<file path="src/blum_pkg.sv">
// ----------------------------------------------------------------------------
// Blum integer test package
// Shared constants for the sequencer and the bit-serial divider.
// ----------------------------------------------------------------------------
`timescale 1ns / 1ps

package blum_pkg;

    localparam int VALUE_WIDTH_DEF = 16;

    // first trial candidate and its square
    localparam int CAND_FIRST    = 2;
    localparam int CAND_FIRST_SQ = 4;

    // residue mod 4 that qualifies a factor
    localparam logic [1:0] RES_MOD4 = 2'd3;

endpackage

</file>
<file path="src/blum_div.sv">
// ----------------------------------------------------------------------------
// Bit-serial divider
// Restoring division, one quotient bit per cycle; quotient and remainder
// are valid in the cycle that done is high.
// ----------------------------------------------------------------------------
`timescale 1ns / 1ps

module blum_div
    import blum_pkg::*;
#(
    parameter int VALUE_WIDTH = VALUE_WIDTH_DEF
) (
    input  logic                   aclk,
    input  logic                   aresetn,
    input  logic                   start,
    input  logic [VALUE_WIDTH-1:0] dividend,
    input  logic [VALUE_WIDTH-1:0] divisor,
    output logic                   busy,
    output logic                   done,
    output logic [VALUE_WIDTH-1:0] quotient,
    output logic [VALUE_WIDTH-1:0] remainder
);

    localparam int CW = $clog2(VALUE_WIDTH);

    logic                   run_reg,  run_next;
    logic                   done_reg, done_next;
    logic [CW-1:0]          cnt_reg,  cnt_next;
    logic [VALUE_WIDTH-1:0] quo_reg,  quo_next;
    logic [VALUE_WIDTH-1:0] rem_reg,  rem_next;
    logic [VALUE_WIDTH-1:0] dsr_reg,  dsr_next;
    logic [VALUE_WIDTH:0]   shifted;
    logic [VALUE_WIDTH:0]   diff;

    assign shifted = {rem_reg, quo_reg[VALUE_WIDTH-1]};
    assign diff    = shifted - {1'b0, dsr_reg};

    always_comb begin
        run_next  = run_reg;
        done_next = 1'b0;
        cnt_next  = cnt_reg;
        quo_next  = quo_reg;
        rem_next  = rem_reg;
        dsr_next  = dsr_reg;
        if (start && !run_reg) begin
            run_next = 1'b1;
            cnt_next = '0;
            quo_next = dividend;
            rem_next = '0;
            dsr_next = divisor;
        end else if (run_reg) begin
            // borrow out means the trial subtract did not fit
            quo_next = {quo_reg[VALUE_WIDTH-2:0], ~diff[VALUE_WIDTH]};
            rem_next = diff[VALUE_WIDTH] ? shifted[VALUE_WIDTH-1:0] : diff[VALUE_WIDTH-1:0];
            cnt_next = cnt_reg + 1'b1;
            if (cnt_reg == CW'(VALUE_WIDTH - 1)) begin
                run_next  = 1'b0;
                done_next = 1'b1;
            end
        end
    end

    always_ff @(posedge aclk) begin
        if (!aresetn) begin
            run_reg  <= 1'b0;
            done_reg <= 1'b0;
            cnt_reg  <= '0;
        end else begin
            run_reg  <= run_next;
            done_reg <= done_next;
            cnt_reg  <= cnt_next;
        end
    end

    always_ff @(posedge aclk) begin
        quo_reg <= quo_next;
        rem_reg <= rem_next;
        dsr_reg <= dsr_next;
    end

    assign busy      = run_reg;
    assign done      = done_reg;
    assign quotient  = quo_reg;
    assign remainder = rem_reg;

endmodule

</file>
<file path="config.mk">
export PLATFORM = sky130hd
export DESIGN_NAME = blum_div
export DESIGN_NICKNAME = d
export VERILOG_FILES = /design/src/blum_pkg.sv /design/src/blum_div.sv
export SDC_FILE = /design/constraint.sdc
export NUM_CORES = 1
export LEC_CHECK = 0
export ABC_AREA = 1
export BUFFER_PORTS_ARGS = -buffer_cell sky130_fd_sc_hd__buf_2
export CORE_AREA = 2 2 103 85
export DETAILED_ROUTE_END_ITERATION = 10
export DIE_AREA = 0 0 105 87
export PLACE_DENSITY = 0.61
export SYNTH_ARGS = -nofsm -noshare
export SYNTH_HDL_FRONTEND = slang
export SYNTH_SLANG_ARGS = --single-unit
</file>
<file path="constraint.sdc">
create_clock -name aclk -period 2.7 [get_ports aclk]
set_clock_uncertainty 0.2 [all_clocks]
set_input_delay 0.675 -clock aclk [delete_from_list [all_inputs] [get_ports aclk]]
set_output_delay 0.675 -clock aclk [all_outputs]
set_load 0.005 [all_outputs]
</file>
==> results of run 1 <==
-- metrics by stage --
stage | util [%] | instance area (sq um) | instances | hold slack [ns]
after floorplan | - | 3370 | 451 | 0.256
after CTS | 47.7 | 3910 | 635 | 0.293
after detailed placement | 46.4 | 3800 | 627 | 0.277
final | 47.7 | 3910 | 635 | 0.289
after global routing | 47.7 | 3910 | 635 | 0.317
after global placement | 46.4 | 3800 | 627 | 0.273
-- routing by layer --
layer | up-vias | global-route usage, % | wire length, um
met2 | 61 | 30.2 | 3540
li1 | 1524 | - | -
met3 | 7 | 3.89 | 421
met4 | 0 | 4.24 | 70
met1 | 1258 | 23.2 | 3670
met5 | - | 0 | 0
-- cell type report --
cell class                      count  area [sq um]
Clock buffer                        7          97.6
Clock inverter                      1          8.76
Fill cell                         868          4280
Inverter                           81           304
Multi-Input combinational cell    307          1580
Sequential cell                    54          1400
Tap cell                          112           140
Timing Repair Buffer               73           378
-- cells by family (layout without fill, tap and decap cells) --
kind of cell               count (synthesis)  count (layout)  synth area share (%)
and+or+nand+nor                          270             270                  35.9
AOI/OAI and AO/OA                         10              10                  1.63
adders and majority gates                 18              18                  6.90
xor gates and xnor gates                   9               9                  2.34
buffers and inverters                     90             162                  11.8
DFF                                       54              54                  41.5
-- worst paths after layout --
| kind | from | endpoint | slack, ns | cells after the start |
|---|---|---|---|---|
| max | quotient[15]$_DFFE_PP_ | remainder[9]$_SDFFE_PP0P_ | 0.22 | 15 |
| min | remainder[5]$_SDFFE_PP0P_ | remainder[5]$_SDFFE_PP0P_ | 0.29 | 2 |
| max reg2reg | quotient[15]$_DFFE_PP_ | remainder[9]$_SDFFE_PP0P_ | 0.22 | 15 |
| min reg2reg | remainder[5]$_SDFFE_PP0P_ | remainder[5]$_SDFFE_PP0P_ | 0.29 | 2 |
-- cells in the final DEF (no fill, tap or decap), types with 7 or more instances in the layout --
cell type	count
inv_1	78
nor2_1	16
nand3_1	29
xor2_1	7
ha_1	17
nand3b_1	11
buf_2	68
edfxtp_1	32
nand2_2	15
a21oi_1	8
nand2_1	179
dfxtp_1	22
-- where the power goes --
part           total [mW]  leakage [nW]  internal, mW  switching [mW]
Sequential           1.13         0.496          1.02           0.115
Clock               0.523        0.0536         0.242           0.281
Combinational        1.36          1.63         0.524           0.835
-- critical path, delay by kind of cell, from the launching register on --
kind | cells | cell delay [ns]
fa+ha+maj | 2 | 0.63
buf+inv | 2 | 0.13
flops | 1 | 0.36
simple gates | 11 | 1.04
==> results list, run 1 <==
- For this run, the register share of the synthesized area comes to 41.5%.
- Setup violations remaining at the end of the flow were counted as 0.
- After clock tree synthesis, the repair step resized 0 gates.
* Post-place setup slack: 0.247 ns
* Max Fclk: 404 MHz
* Overall track demand over capacity in global routing: 17.7%
- Maximum number of pins on one net before global-route repair: 33
- After detailed routing, the number of vias per cell comes to 4.49.
- I/O pins: 69
- Smallest setup slack after layout: 0.225 ns
* Clock transition at the registers of the reported paths: 0.10 ns
* Horizontal die dimension: 105 um
* Share of cells above drive strength 1: 20.5%
* Final slew viol count: 0
* Number of nets produced by synthesis: 504
* CTS tree: yes
- RSZ-0062 raised after global routing: false
* Dominant register cell in the synthesized netlist: edfxtp_1
* Proportion of register bits with asynchronous set or reset after synthesis: 0%
- CP peak stage delay: 0.41 ns
- Max_cap viols: 0
- The net count of the finished layout is 575.
- The number of global-route vias before repair came to 2,793.
- Post-CTS timing repair inserted 0 buffers for setup.
* Core area: 8180 sq um
* Ranking of synthesized cells by instance count: nand2_1, inv_1, edfxtp_1, nand3_1, dfxtp_1
* Largest fanout of any net on the critical path: 16
- Traced cell by cell, the critical path runs through inv_1 > ha_1 > fa_1 > inv_1 > nand2_1 > nand2_1 > nand3_2 > nand2_2 > nand2_2 > nand2_2 > nand2_4 > nand2_4 > nand2_1 > nand3_1 > nand2_1.
- Power per Cell Area: 771 nW/um^2
- At the end of routability-driven placement, the weighted congestion stood at 0.898.
* Result of the run: complete, no violations
* Leakage power summed over all cells: 2.18 nW
* Count of H-tree levels built during CTS: 2
- Mapped cell area: 3370 sq um
* Slowest cell on crit path: fa_1
- DP HPWL: 5870 um
* WL per Instance: 12.1 um
- Number of antenna violations at the first check in global routing: 0
- The area growth from synthesis to layout is 15.8%.
* Cell at the root of the clock tree: clkbuf_8
- The first global-routing pass estimated 13,000 um of wire.
- The synthesized design contains 54 register bits.
- Number of flops mapped to enable cells by yosys: 32
* Hold buffer count at cts: 0
* Detailed-route DRC error count: 0
- The routed design has 7700 um of wire.
* Inserted Clock Buffers: 5
- Grt total ovfl: 0
- For this block, the via count after detailed routing is 2,850.
* Count of final hold-check violations: 0
- Antenna Nets Post-Route: 0
- By area the synthesized netlist is led by edfxtp_1, nand2_1, dfxtp_1.
- Input/output buffers: 68
- STA classifies the critical path startpoint as a flip-flop.
* Area fraction of the dominant cell type after synthesis: 28.5%
- Before antenna repair, the detailed router went through 4 iterations.
- VDD sags by at most 0.342 mV.
- Worst Max-Slew Pin Slew: 0.607 ns
* Overall die height: 87 um
- The die covers 9140 sq um.
- Arrival time worst endpoint: 2.49 ns
- Number of buffers on the longest clock path: 2
- Headroom to the max-slew limit came out at 59.5%.
* Total negative slack: 0 ns
- The cell count after synthesis came out at 451.
- During synthesis, Yosys emitted a total of 0 warnings.
- Violation count after the first detailed-route iteration: 121
- The critical path is of the flip-flop to flip-flop type.
* Element type at the critical path end: flip-flop
* Min Clock Period, post-route: 2.48 ns
- At the later pin of the worst-skew pair, clock insertion delay measures 0.32 ns.
- Counting stages on the worst path, the most repeated cell is nand2_1.
* Most repeated cell in the gate-level netlist after synthesis: nand2_1
* Required time of the critical path: 2.71 ns
- # diodes: 0
* Part of the cycle the worst path needs: 91.7%
- The path class of the tightest hold or removal check is flip-flop to flip-flop.
- Summing internal, switching and leakage power gives 3.01 mW.
- Initial core utilization: 41.2%
- Cell type contributing the most total cell area after synthesis: edfxtp_1
* Syn avg cell area: 7.48 sq um
* Number of distinct standard cells referenced by the synthesized netlist: 34
- The clock net in this run drives a total of 54 sinks.
- Row count: 30
Power figures use the tool's default switching activity.
==> inputs of run 2 (changes only) <==
--- a/config.mk
+++ b/config.mk
@@ -7,10 +7,10 @@
 export LEC_CHECK = 0
 export ABC_AREA = 1
 export BUFFER_PORTS_ARGS = -buffer_cell sky130_fd_sc_hd__buf_2
-export CORE_AREA = 2 2 103 85
+export CORE_AREA = 2 2 122 100
 export DETAILED_ROUTE_END_ITERATION = 10
-export DIE_AREA = 0 0 105 87
-export PLACE_DENSITY = 0.61
+export DIE_AREA = 0 0 124 102
+export PLACE_DENSITY = 0.46
 export SYNTH_ARGS = -nofsm -noshare
 export SYNTH_HDL_FRONTEND = slang
 export SYNTH_SLANG_ARGS = --single-unit
==> run 2 against run 1 <==
Global-route usage decreased by 3.4 points; sequential cell count unchanged; worst setup slack got worse by 0.0061 ns; die area increased by 38%; sequential share of layout area fell by 1.1 points; worst hold slack gained 0.0018 ns; routed wire length grew 9.6%; combinational power rose by 3%; non-clock buffer count unchanged; maximum frequency down 0.25%.
==> results list, run 2 (synthesized netlist as in run 1, its figures left out) <==
- For the final routed database, the setup TNS stands at 0 ns.
- Critical Setup Path Class: flip-flop to flip-flop
- For this run, global-route usage on met2 was measured as 21.6%.
- In this run the core area contains 35 standard-cell rows.
- For this design, the slowest cell found on the critical path is fa_1.
- Internal portion of total power: 1.99 mW
- The largest single stage delay on the critical path is 0.41 ns.
- The flow ran to the end, and the final reports show no timing, DRC or antenna violations.
* Number of buffers on the longest clock path: 2
- The HPWL after detailed placement is 6220 um.
* Area of the die: 12,600 sq um
- The number of antenna violations at the first check in global routing is 1.
- Setup repair after global routing left no endpoint under its margin.
* Final Cell Area: 4030 sq um
- Required time of the critical path: 2.75 ns
- Total of fill cells in the finished design: 1,265
- Largest fanout of any net on the critical path: 19
- Maximum number of pins on one net before global-route repair: 33
- Highest-count cells in the layout ignoring fill and taps: nand2_1, inv_1, buf_2
* GRT met3 Usage: 4.85%
- Post-detailed-route via-to-cell ratio: 4.35
- Fraction of power consumed by sequential logic: 34.3%
* Total vias in the final route: 2,921
- After detailed routing, the total wire length is 8440 um.
- Max Fclk: 403 MHz
* # clock sinks: 54
- In this run the remaining antenna-violating nets after routing total 0.
* Sequence of cells on the critical path: inv_1 > ha_1 > fa_1 > inv_1 > nand2_1 > nand2_1 > nand3_2 > nand2_2 > nand2_2 > nand2_2 > nand2_4 > nand2_4 > nand2_1 > nand2_1 > nand2_1 > nand2_1
- Global routing used 20.2% of the available met1 tracks.
- Dividing the detail-routed wire length by the instance count gives 12.6 um.
* CP bufs+invs: 2
- Inserted Clock Buffers: 5
* Sw Pwr: 1.32 mW
- Input/output buffers: 68
- Wire length of the first global-routing pass: 14,000 um
- The number of global-route vias before repair is 2,869.
* Violation count after the first detailed-route iteration: 119
- At the pin with the least slew margin, the transition time is 0.523 ns.
* Detailed-route DRC error count: 0
- Clock insertion delay at the later pin of the skew report: 0.30 ns
* Post-CTS Setup Repair Bufs: 0
* Leakage power summed over all cells: 2.22 nW
- Area growth from synthesis to final layout: 19.5%
- After detailed placement, the total cell area comes to 3840 sq um.
* I/O pins: 69
* Cell at the root of the clock tree: clkbuf_16
* Overall track demand over capacity in global routing: 14.3%
* Count of H-tree levels built during CTS: 2
- Measured against its own limit, the worst slew margin works out to 64.9%.
- Across the run, the number of max-cap violations was 0.
- From bottom edge to top edge, the die measures 102 um.
- Final weighted congestion in routability-driven placement: 0.832
- After clock tree synthesis, the clock-pin slew on the worst setup and hold paths is 0.07 ns.
- For this configuration, the core starts out at a cell density of 29.6%.
* Switching fraction of total power: 39.9%
* Arrival time worst endpoint: 2.53 ns
- The die is 124 um wide.
* Finish-stage setup viols: 0
- VDD sags by at most 0.243 mV.
- The first detailed-routing pass took 4 iterations.
- The tightest min-delay check is of the flip-flop to flip-flop type.
- # diodes: 0
* Power per Cell Area: 819 nW/um^2
- STA classifies the critical path endpoint as a flip-flop.
- Counting stages on the worst path, the most repeated cell is nand2_1.
- The kind of cell with the highest combined delay along the critical path is simple AND/OR/NAND/NOR gates.
- Relative contribution of combinational cells to total power: 42.5%
- Of the available clock period, the critical path in the final layout requires 91.9%.
- Core area: 11,400 sq um
- Most used routing layer in global routing: met2
- Subtracting the final worst setup slack from the clock period gives 2.48 ns.
- CTS tree: yes
* Most common cell after layout, fill and taps aside: nand2_1
* Startpoint class of the critical path: flip-flop
- Final slew viol count: 0
- Cells with a size suffix above 1 make up 20.6% of the layout.
* Grt total ovfl: 0
- The hold violation count in the final report was 0.
- Number of nets at the end of the flow: 576
- Clock network power share: 23.2%
run 2: changes by cell type in the layout (fill, tap and decap cells not counted), sizes merged:
cell / change
clkbuf: -2
inv: +1
nand2: +1
bufinv: +1
run 2: layout make-up:
cell class,instances,area [sq um],share of cell area [%]
repair buffers,73,378,9.37
clock buffers,5,125,3.10
flip-flops and latches,54,1400,34.8
multi-input cells,308,1600,39.6
inverters,81,304,7.54
well taps,148,185,4.59
clock inverters,3,42.5,1.05
run 2: what timing repair did:
action                                  CTS  global route
gates resized for setup                   0             1
hold buffers                              0             0
endpoints found under the setup margin    0            14
run 2: per-layer routing:
| metal | wire, um | up-vias |
|---|---|---|
| li1 | - | 1533 |
| met1 | 4300 | 1313 |
| met2 | 3470 | 70 |
| met3 | 621 | 5 |
| met4 | 47 | 0 |
| met5 | 0 | - |
run 2: power groups by stage:
| stage | Clock, mW | Sequential, mW | Combinational (mW) |
|---|---|---|---|
| after floorplan | 0 | 1.13 | 1.04 |
| after global placement | 0 | 1.15 | 1.38 |
| after detailed placement | 0 | 1.15 | 1.38 |
| after CTS | 0.790 | 1.14 | 1.39 |
| after global routing | 0.824 | 1.16 | 1.63 |
| final | 0.766 | 1.13 | 1.40 |
run 2: through the flow:
stage          std cells  hold WS, ns  total power, mW  util [%]  worst slack (ns)
4_1_cts              671        0.291             3.31      35.2             0.120
3_5_place_dp         663        0.279             2.53      33.8             0.154
6_report             672        0.290             3.30      35.4             0.219
2_1_floorplan        451        0.256             2.17         -             0.437
5_1_grt              672        0.310             3.61      35.4            0.0200
3_3_place_gp         663        0.278             2.54      33.8             0.236
run 2: worst paths after layout:
| kind | from | slack [ns] | cells after the start | to |
|---|---|---|---|---|
| worst max-delay path | quotient[15]$_DFFE_PP_ | 0.22 | 16 | remainder[14]$_SDFFE_PP0P_ |
| worst min-delay path | remainder[8]$_SDFFE_PP0P_ | 0.29 | 2 | remainder[8]$_SDFFE_PP0P_ |
| worst max register to register | quotient[15]$_DFFE_PP_ | 0.22 | 16 | remainder[14]$_SDFFE_PP0P_ |
| worst min register to register | remainder[8]$_SDFFE_PP0P_ | 0.29 | 2 | remainder[8]$_SDFFE_PP0P_ |
run 2: worst min-delay path, delay by kind of cell (launching register included):
| family | cells | cell delay (ns) |
|---|---|---|
| AND/OR/NAND/NOR | 2 | 0.12 |
| flip-flops | 1 | 0.34 |
==> inputs of run 3 (changes only) <==
--- a/config.mk
+++ b/config.mk
@@ -10,7 +10,7 @@
 export CORE_AREA = 2 2 122 100
 export DETAILED_ROUTE_END_ITERATION = 10
 export DIE_AREA = 0 0 124 102
-export PLACE_DENSITY = 0.46
+export PLACE_DENSITY_LB_ADDON = 0.25
 export SYNTH_ARGS = -nofsm -noshare
 export SYNTH_HDL_FRONTEND = slang
 export SYNTH_SLANG_ARGS = --single-unit
==> run 3 against run 2 <==
Critical path depth fell by 3; core utilization fell by 0.24 points; first-iteration DRC count fell by 1.7%; via count fell by 0.41%; worst setup slack improved by 0.036 ns; combinational power barely moved; register-to-register slack improved by 0.04 ns; cell count fell by 0.15%; count of clock-buffer cells in the layout did not move.
==> results list, run 3 (synthesized netlist as in run 1, its figures left out) <==
* Result of the run: complete, no violations
- Overall die height: 102 um
* DRT Pass-1 Iters: 4
- Worst setup path start: quotient[15]$_DFFE_PP_
- On the critical path the largest part of the delay comes from adder cells.
- For this design the ratio of total power to cell area is 806 nW/um^2.
- Horizontal die dimension: 124 um
- After routing, the total negative slack on setup checks comes to 0 ns.
- Fill cells in the final layout number 1,236.
- Routed signal wires occupy layers up through met4.
- With fillers left out, the area of the finished cells amounts to 4010 sq um.
* Total vias in the final route: 2,909
* Hold slack final: 0.290 ns
* Max-Slew Margin vs Limit: 58.7%
- Data on the critical path is required at its endpoint by 2.64 ns.
* # diodes: 0
- Data arrives at the worst endpoint at 2.38 ns.
- Hold buffer count at cts: 0
* Wire length of the first global-routing pass: 14,000 um
- Sequence of cells on the critical path: inv_1 > ha_1 > fa_1 > inv_1 > nand2_1 > nand2_1 > nand3_2 > nand2_2 > nand2_2 > nand2_2 > nand2_4 > buf_4 > a31oi_1
- After detailed routing, the met2 layer carries 3540 um of wire.
- Start of the worst register-to-register path: quotient[15]$_DFFE_PP_
- Number of antenna violations at the first check in global routing: 0
* Number of cells on the critical path: 13
- RSZ-0062 raised after global routing: false
* Initial core utilization: 29.6%
- Input/output buffers: 68
- I/O pins: 69
- The HPWL after detailed placement is 6260 um.
- Most used cell along the critical path: nand2_2
- Wires add up to 8370 um.
* Element type at the critical path end: flip-flop
- CTS tree: yes
* Leakage power summed over all cells: 2.20 nW
* Register-to-Register Setup Slack: 0.26 ns
* Violation count after the first detailed-route iteration: 117
* Startpoint class of the critical path: flip-flop
- Worst-case vdd ir drop: 0.294 mV
- Of the cells placed in the final design, the portion with a size suffix greater than 1 is 20.7%.
* Number of global-route vias before repair: 2,941
* Part of the cycle the worst path needs: 90.5%
- Clock-pin slew was measured on the worst setup and hold paths at 0.08 ns.
- Leaving out fill and tap cells, the most frequent cell in the layout is nand2_1.
- Max_cap viols: 0
- Critical Path End: quotient[0]$_DFFE_PP_
- Highest-count cells in the layout ignoring fill and taps: nand2_1, inv_1, buf_2
* Largest fanout of any net on the critical path: 12
* Worst Hold Class: flip-flop to flip-flop
- WL per Instance: 12.5 um
- Post-CTS Setup Repair Bufs: 0
* Worst Max-Slew Pin Slew: 0.619 ns
- Max Fclk: 409 MHz
* Count of H-tree levels built during CTS: 2
* Area of the die: 12,600 sq um
* Final slew viol count: 0
- Global routing used 14.3% of the available tracks.
* Row count: 35
* Clock insertion delay at the later pin of the skew report: 0.30 ns
- The hold violation count in the final report came to 0.
- Min Clock Period, post-route: 2.44 ns
* Finish-stage setup viols: 0
* Slowest cell on crit path: fa_1
* Core area: 11,400 sq um
* Number of buffers on the longest clock path: 2
* WL met3: 536 um
- On the worst path, the slowest cell contributes a delay of 0.41 ns.
- In this run the critical register-to-register path is captured at quotient[0]$_DFFE_PP_.
- In this run the remaining antenna-violating nets after routing total 0.
- Critical Setup Path Class: flip-flop to flip-flop
* Maximum number of pins on one net before global-route repair: 33
- Cell at the root of the clock tree: clkbuf_16
- Post-place instance area: 3840 sq um
- Grt total ovfl: 0
- TritonCTS created 5 clock buffers.
- The area growth from synthesis to layout is 18.7%.
* # clock sinks: 54
- CP bufs+invs: 3
- Counting cells, the worst reg-to-reg path comes to 13.
* Final weighted congestion in routability-driven placement: 0.851
- Number of nets at the end of the flow: 575
* Met1 Wirelength: 4200 um
- Dividing the detail-routed via count by the number of cells gives 4.34.
- For this run, design rule violations remaining after detail routing come to 0.
- In this run, post-CTS repair resized a total of 0 instances.
[run 3: through the flow]
| step | cells | util [%] | setup WS, ns | total power, mW |
|---|---|---|---|---|
| floorplan | 451 | - | 0.437 | 2.17 |
| global placement | 663 | 33.8 | 0.307 | 2.52 |
| detailed placement | 663 | 33.8 | 0.248 | 2.54 |
| CTS | 671 | 35.1 | 0.226 | 3.25 |
| global route | 671 | 35.2 | 0.0483 | 3.51 |
| finish | 671 | 35.2 | 0.255 | 3.23 |
[run 3: routing by layer]
| layer | GRT usage, % | vias to the layer above |
|---|---|---|
| met3 | 4.63 | 9 |
| met2 | 22.5 | 76 |
| met1 | 18.8 | 1291 |
| met4 | 4.24 | 0 |
| li1 | - | 1533 |
| met5 | 0 | - |
[run 3: tightest hold or removal path: cells and delay by family, from the launching register on]
family / cells / cell delay, ns
flip-flops: 1 / 0.34
AND/OR/NAND/NOR: 2 / 0.11
[run 3: area by class of cell]
type	instances	area (sq um)	area share, %
inverter	81	304	7.59
multi-input combinational	307	1590	39.6
timing repair buffer	73	378	9.43
clock inverter	3	26.3	0.656
tap	148	185	4.62
sequential	54	1400	35.0
clock buffer	5	125	3.12
[run 3: report_power, final]
group          switching [mW]  internal [mW]
Combinational           0.865          0.530
Clock                   0.343          0.354
Sequential              0.119           1.02
[run 3: how the worst min path moves through the flow]
stage,startpoint,slack [ns],depth (start not counted),endpoint
after floorplan,cnt_reg[1]$_SDFFE_PP0P_,0.26,2,cnt_reg[1]$_SDFFE_PP0P_
after global placement,cnt_reg[1]$_SDFFE_PP0P_,0.27,2,cnt_reg[1]$_SDFFE_PP0P_
after detailed placement,remainder[7]$_SDFFE_PP0P_,0.27,2,remainder[7]$_SDFFE_PP0P_
after CTS,remainder[4]$_SDFFE_PP0P_,0.29,2,remainder[4]$_SDFFE_PP0P_
after global routing,remainder[4]$_SDFFE_PP0P_,0.30,2,remainder[4]$_SDFFE_PP0P_
final,remainder[4]$_SDFFE_PP0P_,0.29,2,remainder[4]$_SDFFE_PP0P_
